File: src/sv/wolss_pkg.sv
`timescale 1ns / 1ps
package wolss_pkg;

    localparam int SLOTS_DEFAULT = 1024;

    // Request kinds.
    localparam logic [1:0] REQ_READ  = 2'd0;
    localparam logic [1:0] REQ_WRITE = 2'd1;
    localparam logic [1:0] REQ_INVAL = 2'd2;

    // Result status codes.
    localparam logic [2:0] ST_OK           = 3'd0;
    localparam logic [2:0] ST_UNWRITTEN    = 3'd1;
    localparam logic [2:0] ST_INVALID      = 3'd2;
    localparam logic [2:0] ST_WRONG_OBJECT = 3'd3;
    localparam logic [2:0] ST_EXISTS       = 3'd4;
    localparam logic [2:0] ST_TOO_LARGE    = 3'd5;
    localparam logic [2:0] ST_READ_ONLY    = 3'd6;
    localparam logic [2:0] ST_BAD_CONFIG   = 3'd7;

    // Slot state codes.
    localparam logic [1:0] SLOT_UNUSED  = 2'd0;
    localparam logic [1:0] SLOT_TAKEN   = 2'd1;
    localparam logic [1:0] SLOT_INVALID = 2'd2;

    // Register indexes.
    localparam logic [1:0] REG_STRIPE  = 2'd0;
    localparam logic [1:0] REG_ENTRIES = 2'd1;
    localparam logic [1:0] REG_ESIZE   = 2'd2;
    localparam logic [1:0] REG_OBJID   = 2'd3;

    // Input request as it travels through the front queue.
    typedef struct packed {
        logic [1:0]  req_type;
        logic [63:0] position;
        logic [15:0] data_length;
        logic        force_req;
    } req_t;

    // Divider handshake.
    typedef struct packed {
        logic        start;
        logic [63:0] dividend;
        logic [63:0] divisor;
    } div_cmd_t;

    typedef struct packed {
        logic        done;
        logic [63:0] quotient;
        logic [63:0] remainder;
    } div_rsp_t;

endpackage

File: src/sv/wolss_front.sv
`timescale 1ns / 1ps
module wolss_front (
    input  logic            clk,
    input  logic            rst_n,
    input  logic            s_tvalid,
    output logic            s_tready,
    input  wolss_pkg::req_t s_req,
    output logic            q_valid,
    input  logic            q_pop,
    output wolss_pkg::req_t q_req
);

    // Two-entry queue decouples acceptance from execution.
    wolss_pkg::req_t ent_reg [2];
    logic [1:0] cnt_reg;
    logic       rd_reg;
    logic       push;

    assign s_tready = (cnt_reg != 2'd2);
    assign push     = s_tvalid && s_tready;
    assign q_valid  = (cnt_reg != 2'd0);
    assign q_req    = ent_reg[rd_reg];

    always_ff @(posedge clk or negedge rst_n)
    begin
        if (!rst_n)
        begin
            cnt_reg <= 2'd0;
            rd_reg  <= 1'b0;
        end
        else
        begin
            if (q_pop)
            begin
                rd_reg <= ~rd_reg;
            end
            cnt_reg <= cnt_reg + {1'b0, push} - {1'b0, q_pop};
        end
    end

    // Write position is the slot after the oldest valid entry.
    always_ff @(posedge clk)
    begin
        if (push)
        begin
            ent_reg[rd_reg ^ (cnt_reg == 2'd1)] <= s_req;
        end
    end

endmodule

File: config.mk
export PLATFORM = sky130hd
export DESIGN_NAME = wolss_front
export DESIGN_NICKNAME = d
export VERILOG_FILES = /design/src/sv/wolss_pkg.sv /design/src/sv/wolss_front.sv
export SDC_FILE = /design/constraint.sdc
export NUM_CORES = 1
export LEC_CHECK = 0
export BUFFER_PORTS_ARGS = -buffer_cell sky130_fd_sc_hd__buf_2
export CAP_MARGIN = 0
export CORE_UTILIZATION = 53
export CTS_CLUSTER_SIZE = 25
export DETAILED_ROUTE_END_ITERATION = 10
export PLACE_DENSITY = 0.9
export SLEW_MARGIN = 0
export SYNTH_ARGS = -nofsm -noshare
export SYNTH_HDL_FRONTEND = slang
export SYNTH_SLANG_ARGS = --single-unit
File: constraint.sdc
create_clock -name clk -period 16.5 [get_ports clk]
set_clock_uncertainty 0.1 [all_clocks]
set_input_delay 0 -clock clk [delete_from_list [all_inputs] [get_ports clk]]
set_output_delay 0 -clock clk [all_outputs]
set_load 0.02 [all_outputs]
* Yosys cells after proc, flatten, opt, wreduce, memory -nomap -nowiden *
Memories as Yosys holds them, arrays and structs flattened.
Index checks and enable logic that the tools add are counted.

word-level totals
  bits in registers = 3
  RAM bits = 166
  bits of input ports = 87
  output and inout port bits = 85
  memories kept = 1

memory list
  name     words  width  read ports  clocked after Yosys merged registers in  wr ports  line               source
  ent_reg  2      83     1           0                                        1         wolss_front.sv:14  wolss_pkg::req_t ent_reg [2];

cells by class
  $add $sub $neg = 2
  eq/ne operators = 2
  mux-type cells = 2
  bitwise operators = 2
  reduce and logical (&&, ||, !) cells = 2

operators by type and width
  kind                  number
  $add A2 B1 Y2         1
  $eq A2 B1 Y1 const B  1
  $mux W1               2
  $ne A2 B2 Y1 const B  1
  $reduce_bool A2 Y1    1
  $sub A2 B1 Y2         1
  $logic_and A1 B1 Y1   1
  $not A1 Y1            1
  $xor A1 B1 Y1         1

* Depth between registers and ports, before layout *
  word-level depth = 4
  gate-level depth with buffers = 7
  mapped depth without buffers = 7

* Least setup slack after synthesis *
Ideal clock, no wire load.

  path kind = flip-flop to flip-flop
  from = reg rd_reg
  to = mem ent_reg[0][0] in the netlist's numbering, enable pin
  setup time = 0.553 ns
  data arrival time = 4.793 ns
  required time = 15.847 ns
  path slack = 11.054 ns
  stages on the path, launching flop included = 5
  buffers on the path = 2
  period minus slack after synthesis = 5.446 ns
  cell sequence = dfrtp_1 > buf_6 > buf_2 > nand2_1 > o22ai_1

on the way
  word-level cells in the longest chain between the ends = 1

RTL lines
  what                      line               source
  start: declaration        wolss_front.sv:16  logic rd_reg;
  start signal: assignment  wolss_front.sv:35  rd_reg <= ~rd_reg;
  $xor A1 B1 Y1             wolss_front.sv:46  ent_reg[rd_reg ^ (cnt_reg == 2'd1)] <= s_req;
  end: declaration          wolss_front.sv:14

Every way passes these cells.

* Final worst setup path *
  from = reg rd_reg
  to = mem ent_reg[1][72] in the netlist's numbering, enable pin

The elaborated chain is that of the path after synthesis.

==> flow_metrics.py <==
metrics = {
    "timing": {
        "slew_headroom": 0.222,
        "fin_crit_sh": 0.247,
        "totalNegativeSetupSlack_ns": 0,
        "slew_violations": 0,
        "fmax_mhz": 245,
        "hold_viol": 0,
        "setup_violations": 0,
        "rsz0062_at_grt": "false",
        "tightest_slew_ns": 1.17,
        "fin_crit_ns": 4.07,
    },
    "power": {
        "power.static_leakage_nw": 3.46,
        "p_per_area_nw_per_um2": 198,
        "ir_drop_mv": 0.123,
    },
    "die": {
        "rows": 39,
        "die_area_um2": 12500,
        "coreArea_um2": 11600,
        "fp.dieH_um": 112,
        "io_pins": 172,
        "initial_core_util": 0.551,
        "die_x_um": 112,
    },
    "logic_synthesis": {
        "synth_edf_count": 166,
        "synth_seq_cells": 169,
        "yosys-top-cells-area": "edfxtp_1 78%, mux2_4 9.4%, mux2_2 7.6%",
        "avgSynthCellArea_um2": 23.0,
        "async_flop_share": 0.0178,
        "yosys.area.top_type_share": 0.782,
        "yosysMostFrequentCell": "edfxtp_1",
        "synthTopCellsByCount": "166 x edfxtp_1, 43 x mux2_2, 40 x mux2_4, 4 x buf_12, 4 x buf_2",
        "synth_top_cell_by_area": "edfxtp_1",
        "synth_area_um2": 6380,
        "synthCells": 277,
        "ys.flop_type": "edfxtp_1",
        "yosys.cell_types.count": 15,
        "syn-num-nets": 366,
        "ys_warn_count": 0,
        "yosysSeqAreaShare": 0.794,
    },
    "critical_path": {
        "r2r_start": "rd_reg",
        "endpoint_kind": "register",
        "max_stage_delay_ns": 0.95,
        "path_depth": 4,
        "crit_chain": "buf_4 -> nand2_1 -> o22ai_4 -> buf_4",
        "r2r_cells": 4,
        "path_common_cell": "buf_4",
        "start_kind": "register",
        "arrival_ns": 4.03,
        "required_ns": 16.45,
        "rr_endpoint": "ent_reg[1][72]",
        "cp-startpoint": "rd_reg",
        "cp_max_fo": 49,
        "crit_path_top_delay_cell": "o22ai_4",
        "worstSetupEndpoint": "ent_reg[1][72]",
        "crit_buf_inv": 2,
        "path_delay_family": "buffers and inverters",
        "reg2reg_slack_ns": 12.43,
        "critPathKind": "reg2reg",
    },
    "global_route": {
        "grt_usage": 0.216,
        "grt_pass1_wl_um": 19600,
        "grt_max_degree": 71,
        "grt_pass1_vias": 3842,
        "antenna_found_initial": 1,
        "gr-total-overflow": 0,
    },
    "drt": {
        "drc_errors": 11,
        "wirelength_um": 12800,
        "drt_iter0_drc": 241,
        "drt_pass1_iterations": 7,
        "vias_per_cell": 5.04,
        "final_antenna_net_count": 0,
        "avgRoutedWirePerCell_um": 18.2,
        "vias": 3544,
    },
    "clock_network": {
        "htree_num_levels": 4,
        "clk_path_buf_depth": 2,
        "clock_sinks": 169,
        "cts-root-buf": "clkbuf_16",
        "clk_latency_ns": 0.42,
        "cts.reportedPaths.clkPinSlew_ns": 0.06,
        "cts_tree": "built",
        "numCtsBuffers": 17,
    },
    "layout": {
        "largest_reg_flops": 166,
        "final_area_um2": 8830,
        "register_area_um2": 5060,
        "area_delta_synth_final_pct": 38.5,
        "multiInputGateArea_um2": 1220,
        "drive_gt1_frac": 0.522,
        "num-nets-final": 635,
        "final_util": 0.763,
        "fillCellCount": 621,
    },
    "status": {
        "violations": "design-rule violations",
        "outcome": "complete, but fails checks",
    },
    "run": {
        "cap_violations": 0,
    },
    "worst_hold_path": {
        "hp-class": "in2reg",
    },
    "placement": {
        "port-buffer-count": 171,
        "dp_hpwl_um": 6980,
        "gp_congestion": 0.710,
        "place_area_um2": 7340,
    },
}
-- worst reg2reg max path, cell delays in order (launching register included) --
cell	delay, ns
dfrtp_4	0.83
buf_4	0.73
nand2_1	0.36
o22ai_4	0.95
buf_4	0.71
-- repair_timing --
action,in CTS,in global routing
hold buffers,86,0
resized for setup,0,0
setup buffers,0,0
endpoints found under the hold margin,171,0
-- routing by layer --
layer | GRT usage | vias up | share of wire
met5 | 0 | - | 0
met4 | 0.119 | 0 | 0.029
met3 | 0.0577 | 31 | 0.057
met2 | 0.386 | 151 | 0.54
met1 | 0.232 | 1721 | 0.38
li1 | - | 1641 | -
-- how the worst min path moves through the flow --
| stage | start | to | slack, ns | cells past startpoint |
|---|---|---|---|---|
| finish | s_tvalid | cnt_reg[0] | 0.07 | 5 |
| global route | s_tvalid | cnt_reg[0] | 0.08 | 5 |
| detailed placement | rst_n | cnt_reg[1] | -0.30 | 1 |
| CTS | s_tvalid | cnt_reg[0] | 0.05 | 5 |
| floorplan | rst_n | cnt_reg[0] | -0.40 | 0 |
| global placement | rst_n | cnt_reg[0] | -0.30 | 1 |
-- cell families after synthesis --
| family | Yosys count | synth area share |
|---|---|---|
| buf+inv | 11 | 0.0198 |
| simple gates | 6 | 0.00510 |
| flops | 169 | 0.794 |
| fa+ha+maj | 2 | 0.00392 |
| compound gates | 2 | 0.00196 |
| xor+xnor | 4 | 0.00550 |
| mux | 83 | 0.170 |
-- through the flow --
step	total power [mW]	instances	hold slack [ns]	setup WS, ns
2_1_floorplan	1.18	277	-0.396	11.05
3_3_place_gp	1.30	584	-0.301	12.56
3_5_place_dp	1.32	584	-0.301	12.40
4_1_cts	1.75	702	0.0531	12.39
5_1_grt	1.82	703	0.0815	12.14
6_report	1.75	703	0.0668	12.43
-- cell usage in the layout, fill, tap and decap left out, drive strengths merged, types with 3 or more instances in the layout --
cell type,instances
mux2,83
edfxtp,166
clkbuf,17
clkinv,5
dlygate4sd3,86
nand2b,3
buf,174
dfrtp,3
inv,3
bufinv,4
clkinvlp,4
-- report_power, final --
group	switching, mW	internal (mW)	total, mW
clock network	0.162	0.253	0.415
logic	0.364	0.257	0.621
registers	0.0593	0.655	0.715
-- final cells by class --
type                            instances  share of cell area
Antenna cell                            1            0.000283
Clock buffer                           17              0.0482
Clock inverter                         15              0.0225
Inverter                                1            0.000425
Multi-Input combinational cell         97               0.138
Sequential cell                       169               0.573
Tap cell                              143              0.0203
Timing Repair Buffer                  260               0.197
(Power assumes the default switching activity.)
